**src/rtl/kwl_pkg.sv**
```systemverilog
// Shared constants, types and word-table functions for the keyword lexer.
// No dependencies; imported by every RTL module and the checker.
`default_nettype none

package kwl_pkg;

   localparam int MAX_TOKEN_LEN = 255;
   localparam int PREFIX_CHARS  = 8;
   localparam int LEN_W         = $clog2(MAX_TOKEN_LEN + 1);
   localparam int PIDX_W        = $clog2(PREFIX_CHARS);
   localparam int OUT_LEN_MAX   = 255;
   localparam int WORD_CHARS    = 8;
   localparam int WORD_COUNT    = 11;
   localparam int QUEUE_DEPTH   = 4;
   localparam int QPTR_W        = $clog2(QUEUE_DEPTH);

   typedef enum logic [3:0] {
      TK_PROGRAM    = 4'd0,
      TK_KEYWORD    = 4'd1,
      TK_OPERATOR   = 4'd2,
      TK_NUMBER     = 4'd3,
      TK_IDENTIFIER = 4'd4,
      TK_ASSIGN     = 4'd5,
      TK_LIBRARY    = 4'd6,
      TK_COMMA      = 4'd7,
      TK_SEMICOLON  = 4'd8,
      TK_LPAREN     = 4'd9,
      TK_RPAREN     = 4'd10,
      TK_LBRACE     = 4'd11,
      TK_RBRACE     = 4'd12,
      TK_INVALID    = 4'd13
   } token_kind_type;

   typedef logic [3:0] word_code_type;
   localparam word_code_type WC_NONE = 4'd0;

   // Open-run state, one-hot
   typedef enum logic [2:0] {
      RUN_NONE   = 3'b001,
      RUN_LETTER = 3'b010,
      RUN_DIGIT  = 3'b100
   } run_mode_type;

   // Element k holds character k of the run
   typedef logic [PREFIX_CHARS-1:0][7:0] prefix_type;
   // Element 0 is the leftmost character of a space-padded literal
   typedef logic [0:WORD_CHARS-1][7:0] word_text_type;

   localparam word_text_type WORD_TEXT [WORD_COUNT] = '{
      "program ", "var     ", "if      ", "while   ", "equal   ", "notequal",
      "and     ", "or      ", "advance ", "turn    ", "color   "
   };
   localparam logic [3:0] WORD_LEN [WORD_COUNT] = '{
      4'd7, 4'd3, 4'd2, 4'd5, 4'd5, 4'd8, 4'd3, 4'd2, 4'd7, 4'd4, 4'd5
   };
   localparam token_kind_type WORD_KIND [WORD_COUNT] = '{
      TK_PROGRAM, TK_KEYWORD, TK_KEYWORD, TK_KEYWORD, TK_OPERATOR, TK_OPERATOR,
      TK_OPERATOR, TK_OPERATOR, TK_LIBRARY, TK_LIBRARY, TK_LIBRARY
   };

   // One queue entry: everything one text byte produces
   typedef struct packed {
      logic                 has_run;      // a run closes on this byte
      logic                 run_letter;
      prefix_type           run_prefix;
      logic [LEN_W-1:0]     run_len;
      logic                 has_single;   // a one-character token follows
      token_kind_type       single_kind;
      logic [7:0]           single_byte;
   } tok_entry_type;

   // One result beat
   typedef struct packed {
      token_kind_type       kind;
      word_code_type        code;
      logic [7:0]           char_byte;
      logic [7:0]           len;
      logic                 last;
   } rsp_beat_type;

   // Token kind of a byte that is not a letter, digit or whitespace
   function automatic token_kind_type classify_char(input logic [7:0] b);
      token_kind_type k;
      case (b)
         8'h2C:   k = TK_COMMA;
         8'h3B:   k = TK_SEMICOLON;
         8'h28:   k = TK_LPAREN;
         8'h29:   k = TK_RPAREN;
         8'h7B:   k = TK_LBRACE;
         8'h7D:   k = TK_RBRACE;
         8'h2B:   k = TK_OPERATOR;
         8'h2D:   k = TK_OPERATOR;
         8'h2A:   k = TK_OPERATOR;
         8'h2F:   k = TK_OPERATOR;
         8'h3D:   k = TK_ASSIGN;
         default: k = TK_INVALID;
      endcase
      return k;
   endfunction

   // Parallel compare of a closed letter run against the word table
   function automatic word_code_type match_word(input prefix_type p,
                                                input logic [LEN_W-1:0] len);
      word_code_type code;
      logic          hit;
      code = WC_NONE;
      for (int i = 0; i < WORD_COUNT; i++) begin
         hit = (len == LEN_W'(WORD_LEN[i]));
         for (int k = 0; k < WORD_CHARS; k++) begin
            if ((k < int'(WORD_LEN[i])) && (p[k] != WORD_TEXT[i][k]))
               hit = 1'b0;
         end
         if (hit && (code == WC_NONE))
            code = 4'(i + 1);
      end
      return code;
   endfunction

   // Reported length saturates at the width of the result field
   function automatic logic [7:0] out_len(input logic [LEN_W-1:0] l);
      logic [7:0] r;
      if (int'(l) > OUT_LEN_MAX)
         r = 8'(OUT_LEN_MAX);
      else
         r = 8'(l);
      return r;
   endfunction

endpackage

`default_nettype wire

```
**src/rtl/kwl_if.sv**
```systemverilog
// Valid/ready channel interfaces for the keyword lexer: text bytes in,
// tokens out. No dependencies.
`default_nettype none

interface kwl_req_if;
   logic       valid;
   logic       ready;
   logic [7:0] text_byte;
   logic       end_of_text;

   modport source (output valid, output text_byte, output end_of_text, input ready);
   modport sink   (input valid, input text_byte, input end_of_text, output ready);
endinterface

interface kwl_rsp_if;
   logic       valid;
   logic       ready;
   logic [3:0] token_kind;
   logic [3:0] word_code;
   logic [7:0] token_char;
   logic [7:0] token_length;
   logic       last;

   modport source (output valid, output token_kind, output word_code,
                   output token_char, output token_length, output last, input ready);
   modport sink   (input valid, input token_kind, input word_code,
                   input token_char, input token_length, input last, output ready);
endinterface

`default_nettype wire

```
**src/rtl/kwl_front.sv**
```systemverilog
// Front end: takes one text byte per beat, tracks the open run and
// classifies the byte into a queue entry. Depends on kwl_pkg, kwl_if.
`default_nettype none

module kwl_front import kwl_pkg::*; (
   input  wire logic    clock,
   input  wire logic    reset,
   kwl_req_if.sink      req,
   input  wire logic    q_full,
   output logic         push_valid,
   output tok_entry_type push_entry
);

   run_mode_type     mode_ff, mode_in;
   prefix_type       prefix_ff, prefix_in, prefix_upd;
   logic [LEN_W-1:0] len_ff, len_in, len_upd;

   logic accept;
   logic is_letter, is_digit, is_space, run_open, run_cont;
   logic [7:0] b;

   assign req.ready = !q_full;
   assign accept    = req.valid && !q_full;
   assign b         = req.text_byte;

   // Byte classes
   always_comb begin
      is_letter = ((b >= 8'h41) && (b <= 8'h5A)) || ((b >= 8'h61) && (b <= 8'h7A));
      is_digit  = (b >= 8'h30) && (b <= 8'h39);
      is_space  = (b == 8'h20) || (b == 8'h09) || (b == 8'h0A);
      run_open  = (mode_ff == RUN_LETTER) || (mode_ff == RUN_DIGIT);
      run_cont  = ((mode_ff == RUN_LETTER) && is_letter) ||
                  ((mode_ff == RUN_DIGIT) && is_digit);
   end

   // Run extended by this byte
   always_comb begin
      prefix_upd = prefix_ff;
      if (int'(len_ff) < PREFIX_CHARS)
         prefix_upd[len_ff[PIDX_W-1:0]] = b;
      if (len_ff < LEN_W'(MAX_TOKEN_LEN))
         len_upd = len_ff + LEN_W'(1);
      else
         len_upd = len_ff;
   end

   // Next run state and queue entry
   always_comb begin
      mode_in   = mode_ff;
      prefix_in = prefix_ff;
      len_in    = len_ff;

      push_entry.has_run     = 1'b0;
      push_entry.run_letter  = (mode_ff == RUN_LETTER);
      push_entry.run_prefix  = prefix_ff;
      push_entry.run_len     = len_ff;
      push_entry.has_single  = 1'b0;
      push_entry.single_kind = classify_char(b);
      push_entry.single_byte = b;

      if (run_cont) begin
         prefix_in = prefix_upd;
         len_in    = len_upd;
         if (req.end_of_text) begin
            push_entry.has_run    = 1'b1;
            push_entry.run_prefix = prefix_upd;
            push_entry.run_len    = len_upd;
            mode_in               = RUN_NONE;
            len_in                = '0;
         end
      end else begin
         push_entry.has_run = run_open;
         if (is_letter || is_digit) begin
            if (req.end_of_text) begin
               // one-character run closed at once: never a reserved word
               push_entry.has_single  = 1'b1;
               push_entry.single_kind = is_letter ? TK_IDENTIFIER : TK_NUMBER;
               push_entry.single_byte = 8'h00;
               mode_in                = RUN_NONE;
               len_in                 = '0;
            end else begin
               mode_in      = is_letter ? RUN_LETTER : RUN_DIGIT;
               prefix_in[0] = b;
               len_in       = LEN_W'(1);
            end
         end else begin
            push_entry.has_single = !is_space;
            mode_in               = RUN_NONE;
            len_in                = '0;
         end
      end
   end

   assign push_valid = accept && (push_entry.has_run || push_entry.has_single);

   // Control state
   always_ff @(posedge clock) begin
      if (reset) begin
         mode_ff <= RUN_NONE;
         len_ff  <= '0;
      end else if (accept) begin
         mode_ff <= mode_in;
         len_ff  <= len_in;
      end
   end

   // Prefix characters
   always_ff @(posedge clock) begin
      if (accept)
         prefix_ff <= prefix_in;
   end

endmodule

`default_nettype wire

```
**src/rtl/kwl_queue.sv**
```systemverilog
// Short queue of classified entries between front and back end.
// Depends on kwl_pkg.
`default_nettype none

module kwl_queue import kwl_pkg::*; (
   input  wire logic           clock,
   input  wire logic           reset,
   input  wire logic           push_valid,
   input  wire tok_entry_type  push_entry,
   output logic                full,
   input  wire logic           pop,
   output logic                head_valid,
   output tok_entry_type       head_entry
);

   tok_entry_type       store_ff [QUEUE_DEPTH];
   logic [QPTR_W-1:0]   wr_ptr_ff, wr_ptr_in;
   logic [QPTR_W-1:0]   rd_ptr_ff, rd_ptr_in;
   logic [QPTR_W:0]     count_ff, count_in;
   logic                do_push, do_pop;

   assign full       = (count_ff == (QPTR_W+1)'(QUEUE_DEPTH));
   assign head_valid = (count_ff != '0);
   assign head_entry = store_ff[rd_ptr_ff];
   assign do_push    = push_valid && !full;
   assign do_pop     = pop && head_valid;

   // Pointer and fill count update
   always_comb begin
      wr_ptr_in = do_push ? wr_ptr_ff + QPTR_W'(1) : wr_ptr_ff;
      rd_ptr_in = do_pop  ? rd_ptr_ff + QPTR_W'(1) : rd_ptr_ff;
      count_in  = count_ff;
      if (do_push && !do_pop)
         count_in = count_ff + (QPTR_W+1)'(1);
      else if (do_pop && !do_push)
         count_in = count_ff - (QPTR_W+1)'(1);
   end

   always_ff @(posedge clock) begin
      if (reset) begin
         wr_ptr_ff <= '0;
         rd_ptr_ff <= '0;
         count_ff  <= '0;
      end else begin
         wr_ptr_ff <= wr_ptr_in;
         rd_ptr_ff <= rd_ptr_in;
         count_ff  <= count_in;
      end
   end

   // Entry storage
   always_ff @(posedge clock) begin
      if (do_push)
         store_ff[wr_ptr_ff] <= push_entry;
   end

endmodule

`default_nettype wire

```
**src/rtl/kwl_back.sv**
```systemverilog
// Back end: matches closed runs against the word table and sends one or
// two result beats per queue entry through an output register.
// Depends on kwl_pkg, kwl_if.
`default_nettype none

module kwl_back import kwl_pkg::*; (
   input  wire logic           clock,
   input  wire logic           reset,
   input  wire logic           head_valid,
   input  wire tok_entry_type  head_entry,
   output logic                pop,
   kwl_rsp_if.source           rsp
);

   logic         out_valid_ff, out_valid_in;
   rsp_beat_type out_beat_ff, beat_in;
   logic         phase_ff, phase_in;   // run token of the head already sent
   logic         load, on_run, is_last;
   word_code_type code;

   assign load    = head_valid && (!out_valid_ff || rsp.ready);
   assign on_run  = head_entry.has_run && !phase_ff;
   assign is_last = !on_run || !head_entry.has_single;
   assign pop     = load && is_last;

   // Build the beat for the current slot of the head entry
   always_comb begin
      code = head_entry.run_letter ?
             match_word(head_entry.run_prefix, head_entry.run_len) : WC_NONE;
      if (on_run) begin
         beat_in.code      = code;
         if (code != WC_NONE)
            beat_in.kind = WORD_KIND[4'(code - 4'd1)];
         else
            beat_in.kind = head_entry.run_letter ? TK_IDENTIFIER : TK_NUMBER;
         beat_in.char_byte = 8'h00;
         beat_in.len       = out_len(head_entry.run_len);
      end else begin
         beat_in.kind      = head_entry.single_kind;
         beat_in.code      = WC_NONE;
         beat_in.char_byte = head_entry.single_byte;
         beat_in.len       = 8'd1;
      end
      beat_in.last = is_last;
   end

   // Output register and slot pointer
   always_comb begin
      out_valid_in = out_valid_ff;
      phase_in     = phase_ff;
      if (load) begin
         out_valid_in = 1'b1;
         phase_in     = !is_last;
      end else if (rsp.ready) begin
         out_valid_in = 1'b0;
      end
   end

   always_ff @(posedge clock) begin
      if (reset) begin
         out_valid_ff <= 1'b0;
         phase_ff     <= 1'b0;
      end else begin
         out_valid_ff <= out_valid_in;
         phase_ff     <= phase_in;
      end
   end

   always_ff @(posedge clock) begin
      if (load)
         out_beat_ff <= beat_in;
   end

   assign rsp.valid        = out_valid_ff;
   assign rsp.token_kind   = out_beat_ff.kind;
   assign rsp.word_code    = out_beat_ff.code;
   assign rsp.token_char   = out_beat_ff.char_byte;
   assign rsp.token_length = out_beat_ff.len;
   assign rsp.last         = out_beat_ff.last;

endmodule

`default_nettype wire

```
**src/rtl/keyword_token_lexer_top.sv**
```systemverilog
// Top level of the keyword lexer: front end, entry queue, back end.
// Depends on kwl_pkg, kwl_if, kwl_front, kwl_queue, kwl_back.
//
//   channel    dir  beat                                    handshake
//   req_chan   in   text_byte, end_of_text                  valid/ready
//   rsp_chan   out  token_kind, word_code, token_char,      valid/ready
//                   token_length, last
//
// One text byte is taken per cycle while the entry queue has room.
// Each byte gives zero, one or two result beats; the output register sends
// one beat per cycle while rsp_chan.ready is high, so a byte that both closes
// a run and is a token holds the back end for both of its beats.
// Synchronous active-high reset clears run state, queue and output valid.
// A stalled result side fills the four-entry queue, then req_chan.ready drops.

`default_nettype none

module keyword_token_lexer_top import kwl_pkg::*; (
   input  wire logic clock,
   input  wire logic reset,
   kwl_req_if.sink   req_chan,
   kwl_rsp_if.source rsp_chan
);

   logic          push_valid, q_full, pop, head_valid;
   tok_entry_type push_entry, head_entry;

   kwl_front u_front (
      .clock      (clock),
      .reset      (reset),
      .req        (req_chan),
      .q_full     (q_full),
      .push_valid (push_valid),
      .push_entry (push_entry)
   );

   kwl_queue u_queue (
      .clock      (clock),
      .reset      (reset),
      .push_valid (push_valid),
      .push_entry (push_entry),
      .full       (q_full),
      .pop        (pop),
      .head_valid (head_valid),
      .head_entry (head_entry)
   );

   kwl_back u_back (
      .clock      (clock),
      .reset      (reset),
      .head_valid (head_valid),
      .head_entry (head_entry),
      .pop        (pop),
      .rsp        (rsp_chan)
   );

endmodule

`default_nettype wire

```
**src/flat_wrapper.sv**
```systemverilog
// flat-port wrapper written by rule: the top's interface ports become plain ports
module keyword_token_lexer_top_flat import kwl_pkg::*;
  (clock, reset, req_chan_valid, req_chan_text_byte, req_chan_end_of_text, req_chan_ready, rsp_chan_valid, rsp_chan_token_kind, rsp_chan_word_code, rsp_chan_token_char, rsp_chan_token_length, rsp_chan_last, rsp_chan_ready);
  kwl_req_if req_chan_i ();
  kwl_rsp_if rsp_chan_i ();
  input  wire logic clock;
  input  wire logic reset;
  input wire logic [$bits(req_chan_i.valid)-1:0] req_chan_valid;
  input wire logic [$bits(req_chan_i.text_byte)-1:0] req_chan_text_byte;
  input wire logic [$bits(req_chan_i.end_of_text)-1:0] req_chan_end_of_text;
  output wire logic [$bits(req_chan_i.ready)-1:0] req_chan_ready;
  output wire logic [$bits(rsp_chan_i.valid)-1:0] rsp_chan_valid;
  output wire logic [$bits(rsp_chan_i.token_kind)-1:0] rsp_chan_token_kind;
  output wire logic [$bits(rsp_chan_i.word_code)-1:0] rsp_chan_word_code;
  output wire logic [$bits(rsp_chan_i.token_char)-1:0] rsp_chan_token_char;
  output wire logic [$bits(rsp_chan_i.token_length)-1:0] rsp_chan_token_length;
  output wire logic [$bits(rsp_chan_i.last)-1:0] rsp_chan_last;
  input wire logic [$bits(rsp_chan_i.ready)-1:0] rsp_chan_ready;
  assign req_chan_i.valid = req_chan_valid;
  assign req_chan_i.text_byte = req_chan_text_byte;
  assign req_chan_i.end_of_text = req_chan_end_of_text;
  assign req_chan_ready = req_chan_i.ready;
  assign rsp_chan_valid = rsp_chan_i.valid;
  assign rsp_chan_token_kind = rsp_chan_i.token_kind;
  assign rsp_chan_word_code = rsp_chan_i.word_code;
  assign rsp_chan_token_char = rsp_chan_i.token_char;
  assign rsp_chan_token_length = rsp_chan_i.token_length;
  assign rsp_chan_last = rsp_chan_i.last;
  assign rsp_chan_i.ready = rsp_chan_ready;
  keyword_token_lexer_top u_core (.clock(clock), .reset(reset), .req_chan(req_chan_i), .rsp_chan(rsp_chan_i));
endmodule
```
**config.mk**
```make
export PLATFORM = sky130hd
export DESIGN_NAME = keyword_token_lexer_top_flat
export DESIGN_NICKNAME = d
export VERILOG_FILES = /design/src/rtl/kwl_pkg.sv /design/src/rtl/kwl_if.sv /design/src/rtl/kwl_front.sv /design/src/rtl/kwl_queue.sv /design/src/rtl/kwl_back.sv /design/src/rtl/keyword_token_lexer_top.sv /design/src/flat_wrapper.sv
export SDC_FILE = /design/constraint.sdc
export NUM_CORES = 1
export LEC_CHECK = 0
export ABC_AREA = 1
export BUFFER_PORTS_ARGS = -buffer_cell sky130_fd_sc_hd__buf_4
export CORE_MARGIN = 1.5
export CORE_UTILIZATION = 60
export DETAILED_ROUTE_END_ITERATION = 8
export PLACE_DENSITY = 0.74
export SETUP_SLACK_MARGIN = 0.2
export SLEW_MARGIN = 30
export SYNTH_ARGS = -nofsm -noshare
export SYNTH_HDL_FRONTEND = slang
export SYNTH_SLANG_ARGS = --single-unit
```
**constraint.sdc**
```tcl
create_clock -name clock -period 16.1 [get_ports clock]
set_clock_uncertainty 0.05 [all_clocks]
set_input_delay 1.61 -clock clock [delete_from_list [all_inputs] [get_ports clock]]
set_output_delay 1.61 -clock clock [all_outputs]
set_load 0.02 [all_outputs]
```
---- Word-level counts from Yosys, hierarchy flattened ----
Memories as Yosys holds them, arrays and structs flattened. A register that Yosys moved wholly into a read port is not among the register bits.
Index checks and enable logic that the tools add are counted.
word-level totals
  RAM bits ................................ 348
  register bits after elaboration ......... 109
  bits in read-only memories .............. 64
  memories ................................ 2
  input bits .............................. 13
  logic and storage cells ................. 275
operators by class
  multiplexer cells ....................... 103
  equal/unequal tests ..................... 70
  reduce and logical (&&, ||, !) cells .... 62
  bitwise operators ....................... 1
  $add $sub $neg .......................... 6
  magnitude comparators ................... 11
memories
  memory                   depth  bits a word  rd ports  clocked after memory_dff  write ports  RTL line         source
  u_core.u_queue.store_ff  4      87           1         1                         1            kwl_queue.sv:16  tok_entry_type store_ff [QUEUE_DEPTH];
  (name not given)         16     4            1         0                         0            kwl_back.sv:33   beat_in.kind = WORD_KIND[4'(code - 4'd1)];
operators by type and width
  operator                                                        number
  != test 8 x 7 -> 1 bit, second input constant                   45
  2-to-1 mux 72 bit                                               2
  equality test 8 x 6 -> 1 bit, second input constant             10
  bitwise mux 64 bit                                              1
  2-to-1 mux 64 bit                                               1
  2-to-1 mux 8 bit                                                8
  2-to-1 mux 1 bit                                                60
  zero test 4 bit                                                 10
  2-to-1 mux 3 bit                                                13
  2-to-1 mux 4 bit                                                8
  one-hot mux 4 bit (8 select lines)                              1
  2-to-1 mux 13 bit                                               2
  logical AND 1 bit                                               25
  demux 8 bit (select 3 bit)                                      1
  equality test 8 x 3 -> 1 bit, second input constant             3
  equality test 8 x 4 -> 1 bit, second input constant             3
  2-to-1 mux 24 bit                                               1
  equality test 8 x 2 -> 1 bit, second input constant             2
  equality test 8 x 7 -> 1 bit, second input constant             2
  >= comparator 8 x 7 -> 1 bit, second input constant             2
  less-or-equal comparator 8 x 7 -> 1 bit, second input constant  2
  2-to-1 mux 12 bit                                               1
  zero test 1 bit                                                 9
  logical OR 1 bit                                                9
  other kinds (24)                                                32

---- Logic depth before layout (Yosys ltp) ----
  depth in word-level cells ............... 47
  gate-level depth with buffers ........... 23
  mapped depth without buffers ............ 23

---- By module ----
A second synthesis with hierarchy kept.
second synthesis, totals
  cells, all modules ...................... 2090
  area total of the unflattened synthesis .. 21117.8 µm²
by module, submodules not included
  module     sequential area each (µm²)  instances  area an instance (µm²)  cells each
  kwl_queue  10630.2                     1          13391.6                 910
  kwl_front  2142.1                      1          4764.6                  678
  kwl_back   790.8                       1          2961.6                  502

---- Worst setup path before layout ----
OpenSTA, ideal clock, no wires.
  path kind ............................... input port to flip-flop
  start point ............................. input port req_chan_text_byte[3]
  end point ............................... memory u_core.u_queue.store_ff[0][0] (netlist bit) (enable)
  arrival ................................. 6.568 ns
  cell stages on the path ................. 16
  data required time ...................... 15.517 ns
  slack ................................... 8.948 ns
  cells stage by stage .................... inv_1 > nor2_1 > inv_2 > nor2_2 > inv_2 > nand2_2 > o211ai_1 > o211ai_1 > inv_2 > nand2_1 > nand2_2 > inv_2 > nand3_1 > inv_1 > o21ai_2 > nor2_1
RTL lines
  item                RTL line           source
  start: declaration  flat_wrapper.sv:9  input wire logic [$bits(req_chan_i.text_byte)-1:0] req_chan_text_byte;
  end: declaration    kwl_queue.sv:16

==> metrics.log <==
INFO  metric initial_utilization = 0.608
INFO  metric critPathMaxStageDelay = 690 ps
INFO  metric synth_async_sr_flop_share = 0
INFO  metric pin_count_of_the_biggest_net_entering_global_routing = 76
INFO  metric cpMaxStageDelayCell = sky130_fd_sc_hd__buf_6
INFO  metric synth_area_in_compound_gates = 0.0515
INFO  metric syn-mean-instance-area = 10.1 um^2
INFO  metric setup_repair_after_global_routing_missed_its_margin = false
INFO  metric path_cells = buf_4 > inv_1 > nor2_1 > inv_2 > nor2_2 > inv_2 > nand2_2 > o211ai_1 > o211ai_1 > inv_2 > nand2_1 > nand2_2 > inv_2 > nand3_1 > inv_1 > o21ai_2 > nor2_4 > buf_6
INFO  metric first_global_vias = 13,700
INFO  metric clk_root_buffer_cell = sky130_fd_sc_hd__clkbuf_16
INFO  metric die_h = 187 um
INFO  metric synth_top_cell_area_share = 0.645
INFO  metric initialDrtViolationCount = 1,601
INFO  metric first_pass_grt_wire_length = 73.7 mm
INFO  metric design.die.area = 35,000 um^2
INFO  metric placed_area = 20,900 um^2
INFO  metric antenna_left = 0
INFO  metric final_design_instance_area_without_fill = 22,400 um^2
INFO  metric numCtsBuffers = 46
INFO  metric worst_slew_pin_slew = 925 ps
INFO  metric average_vias_per_placed_instance = 5.68
INFO  metric top_area_cells_in_the_synthesized_netlist = sky130_fd_sc_hd__edfxtp_1 (65%), sky130_fd_sc_hd__nand2_1 (13%), sky130_fd_sc_hd__nand3_1 (3.9%)
INFO  metric net-switching-power = 1.20 mW
INFO  metric synth_top_family_by_area = simple AND/OR/NAND/NOR gates
INFO  metric top_level_ports = 40
INFO  metric final.setup.tns = 0 ps
INFO  metric cell_internal_power = 2.30 mW
INFO  metric firstDrtPassIters = 5
INFO  metric crit_path_max_fanout = 67
INFO  metric clock_slew_at_reported_path_ffs = 60 ps
INFO  metric hold_viol = 0
INFO  metric final_max_slew_viol_count = 0
INFO  metric synthAdderAreaFrac = 0.00467
INFO  metric layout-area-overhead-vs-synth = 10.1%
INFO  metric cp_data_required_time = 16,230 ps
INFO  metric cp_data_arrival_time = 5160 ps
INFO  metric start_kind = input pin
INFO  metric post-synth-top-area-cell = sky130_fd_sc_hd__edfxtp_1
INFO  metric drt-total-wl = 47.4 mm
INFO  metric timing.max_slew.rel_slack = 0.383
INFO  metric area_of_the_mapped_netlist = 20,300 um^2
INFO  metric nFillCells = 2,487
INFO  metric endpoint_type_of_the_worst_setup_path = flop
INFO  metric synth_cell_types = 37
INFO  metric hp-class = reg -> reg
INFO  metric row_count = 67
INFO  metric yosys.area_share.xor_xnor = 0.00172
INFO  metric numPortBuffers = 39
INFO  metric vias = 14,300
INFO  metric timing.critical_path.max_delay_family = buffers and inverters
INFO  metric wp_buf_inv = 8
INFO  metric switching_fraction = 0.342
INFO  metric synth_enable_flop_cells = 437
INFO  metric clock_sink_count = 459
INFO  metric postSynthRegisterBits = 459
INFO  metric power.clock.fraction = 0.296
INFO  metric postCtsSetupBuffers = 0
INFO  metric synth-warning-count = 0
INFO  metric criticalPathCategory = in -> reg
INFO  metric final_common_cell = sky130_fd_sc_hd__nand2_1
INFO  metric synth_nets = 2,031
INFO  metric groute.usage.overall = 0.273
INFO  metric cts_tree = built
INFO  metric antenna_found_initial = 0
INFO  metric dominantRegCellSynth = sky130_fd_sc_hd__edfxtp_1
INFO  metric syn_inst = 2,011
INFO  metric timing.critical_path.mode_cell = sky130_fd_sc_hd__inv_2
INFO  metric hpwl = 29.6 mm
INFO  metric h-tree-depth = 2
INFO  metric achievable-frequency = 199 MHz
INFO  metric drv.max_cap_violation_count = 0
INFO  metric cellPowerDensity = 156 nW/um^2
INFO  metric final_period_minus_worst_setup_slack = 5030 ps
INFO  metric gr-total-overflow = 0
INFO  metric layout_worst_path_cycle_share = 0.312
INFO  metric seqPwrFrac = 0.432
INFO  metric post_synth_mux_area_share = 0
INFO  metric routability_driven_placement_congestion_ratio = 0.929
INFO  metric most-common-layout-cells = sky130_fd_sc_hd__nand2_1 (687), sky130_fd_sc_hd__edfxtp_1 (437), sky130_fd_sc_hd__nor2_1 (195), sky130_fd_sc_hd__nand3_1 (157), sky130_fd_sc_hd__inv_1 (139)
INFO  metric drive_above_1_share = 0.0789
INFO  metric hold_ws = 421 ps
INFO  metric chipWidth = 187 um
INFO  metric synth-simple-area-share = 0.224
INFO  metric max-vdd-ir-drop = 146 uV
INFO  metric result_of_the_run = finished clean
INFO  metric combinational_power_share = 0.271
INFO  metric p_leak = 8.59 nW
INFO  metric holdBufCountCts = 0
INFO  metric synth.yosys.seq_area_share = 0.667
INFO  metric wire_per_inst = 18.8 um
INFO  metric cts_max_path_buffers = 3
INFO  metric timing.final.setup_violations = 0
INFO  metric fp.coreArea = 33,400 um^2
INFO  metric diodes = 0
INFO  metric post_cts.resized_instances = 0
INFO  metric final_net_count = 2,049
INFO  metric clock_insertion_delay_at_the_later_pin_of_the_skew_report = 570 ps
INFO  metric post-route-drc-count = 0
==> final cells by class <==
class	instances	area (um^2)	area share
clock buffer	65	1280	0.0573
clock inverter	20	191	0.00855
inverter	152	576	0.0257
timing repair buffer	53	429	0.0192
tap	448	561	0.0250
multi-input combinational	1317	5790	0.258
sequential	459	13600	0.606
==> registers in the layout, summed over array words and instances, names as in the netlist, named ones only <==
name and cells:
u_core.u_queue.wr_ptr_ff 2, u_core.u_back.rsp.token_char 8, u_core.u_queue.rd_ptr_ff 2, u_core.u_back.rsp.last 1, u_core.u_back.rsp.word_code 4, u_core.u_back.rsp.valid 1, u_core.u_front.len_ff 8, u_core.u_front.mode_ff 3
u_core.u_back.rsp.token_kind 4, u_core.u_back.rsp.token_length 8, u_core.u_front.prefix_ff 64, u_core.u_queue.store_ff 348, u_core.u_queue.count_ff 3, u_core.u_back.phase_ff 1
==> synthesized netlist by cell type (2+ instances only) <==
cell type,n
sky130_fd_sc_hd__buf_1,2
sky130_fd_sc_hd__nand2_1,687
sky130_fd_sc_hd__o21ai_1,6
sky130_fd_sc_hd__ha_1,6
sky130_fd_sc_hd__nand3_2,4
sky130_fd_sc_hd__edfxtp_1,437
sky130_fd_sc_hd__buf_4,7
sky130_fd_sc_hd__clkbuf_1,28
sky130_fd_sc_hd__o21ai_0,129
sky130_fd_sc_hd__nand3b_1,15
sky130_fd_sc_hd__o211ai_1,5
sky130_fd_sc_hd__nor3_1,12
sky130_fd_sc_hd__dfxtp_1,22
sky130_fd_sc_hd__inv_4,2
sky130_fd_sc_hd__o22ai_1,12
sky130_fd_sc_hd__inv_1,139
sky130_fd_sc_hd__inv_2,11
sky130_fd_sc_hd__buf_6,13
sky130_fd_sc_hd__nor2_2,9
sky130_fd_sc_hd__a21oi_1,30
sky130_fd_sc_hd__nand2_2,9
sky130_fd_sc_hd__a31oi_1,9
sky130_fd_sc_hd__nand3_1,157
sky130_fd_sc_hd__nor2_1,201
sky130_fd_sc_hd__nand4_1,12
sky130_fd_sc_hd__buf_2,33
sky130_fd_sc_hd__xor2_1,4
==> cells by family (layout without fill, tap and decap cells) <==
group / Yosys count / count (layout)
fa+ha+maj: 7 / 7
buf+inv: 235 / 290
compound gates: 197 / 197
xor+xnor: 4 / 4
flops: 459 / 459
simple gates: 1109 / 1109
==> worst reg2reg max path, cell delays in order (launching register included) <==
cell,delay [ps]
sky130_fd_sc_hd__dfxtp_4,810
sky130_fd_sc_hd__buf_4,800
sky130_fd_sc_hd__o21ai_0,220
sky130_fd_sc_hd__o22ai_1,260
sky130_fd_sc_hd__inv_1,110
sky130_fd_sc_hd__nor2_4,240
sky130_fd_sc_hd__inv_2,50
sky130_fd_sc_hd__buf_4,220
sky130_fd_sc_hd__a221o_1,350
sky130_fd_sc_hd__nand2_1,150
sky130_fd_sc_hd__ha_1,170
sky130_fd_sc_hd__inv_1,60
sky130_fd_sc_hd__fa_1,370
sky130_fd_sc_hd__a21oi_1,140
sky130_fd_sc_hd__o21ai_0,110
sky130_fd_sc_hd__o21ai_0,160
sky130_fd_sc_hd__a21oi_1,50
==> power groups by stage <==
stage / sequential, mW / combinational [mW] / clock [mW]
6_report: 1.51 / 0.949 / 1.04
3_5_place_dp: 1.54 / 0.940 / 0
5_1_grt: 1.52 / 1.05 / 1.09
4_1_cts: 1.51 / 0.945 / 1.05
2_1_floorplan: 1.55 / 0.646 / 0
3_3_place_gp: 1.53 / 0.921 / 0
==> through the flow <==
step                utilization  setup WS [ps]  power [mW]  std cells
floorplan                     -           8950        2.19       2011
global placement          0.624          10400        2.45       2428
detailed placement        0.625          10250        2.48       2428
CTS                       0.669          10810        3.51       2513
global route              0.670          10750        3.66       2514
finish                    0.670          11070        3.50       2514
==> final timing paths <==
| check | cells after the start | to | slack [ps] | from |
|---|---|---|---|---|
| max | 18 | u_core.u_queue.store_ff[3][26] | 11070 | req_chan_text_byte[3] |
| min | 2 | flop | 420 | u_core.u_queue.rd_ptr_ff[1] |
| max reg2reg | 16 | u_core.u_queue.count_ff[2] | 11660 | flop |
| min reg2reg | 2 | flop | 420 | u_core.u_queue.rd_ptr_ff[1] |
==> layer usage <==
| layer | track usage | wire length [um] | vias to the layer above |
|---|---|---|---|
| met4 | 0.103 | 1550 | 0 |
| met5 | 0 | 0 | - |
| met2 | 0.446 | 22300 | 619 |
| met1 | 0.381 | 20200 | 6735 |
| met3 | 0.0313 | 3310 | 114 |
| li1 | - | - | 6814 |
Power figures use the tool's default switching activity.
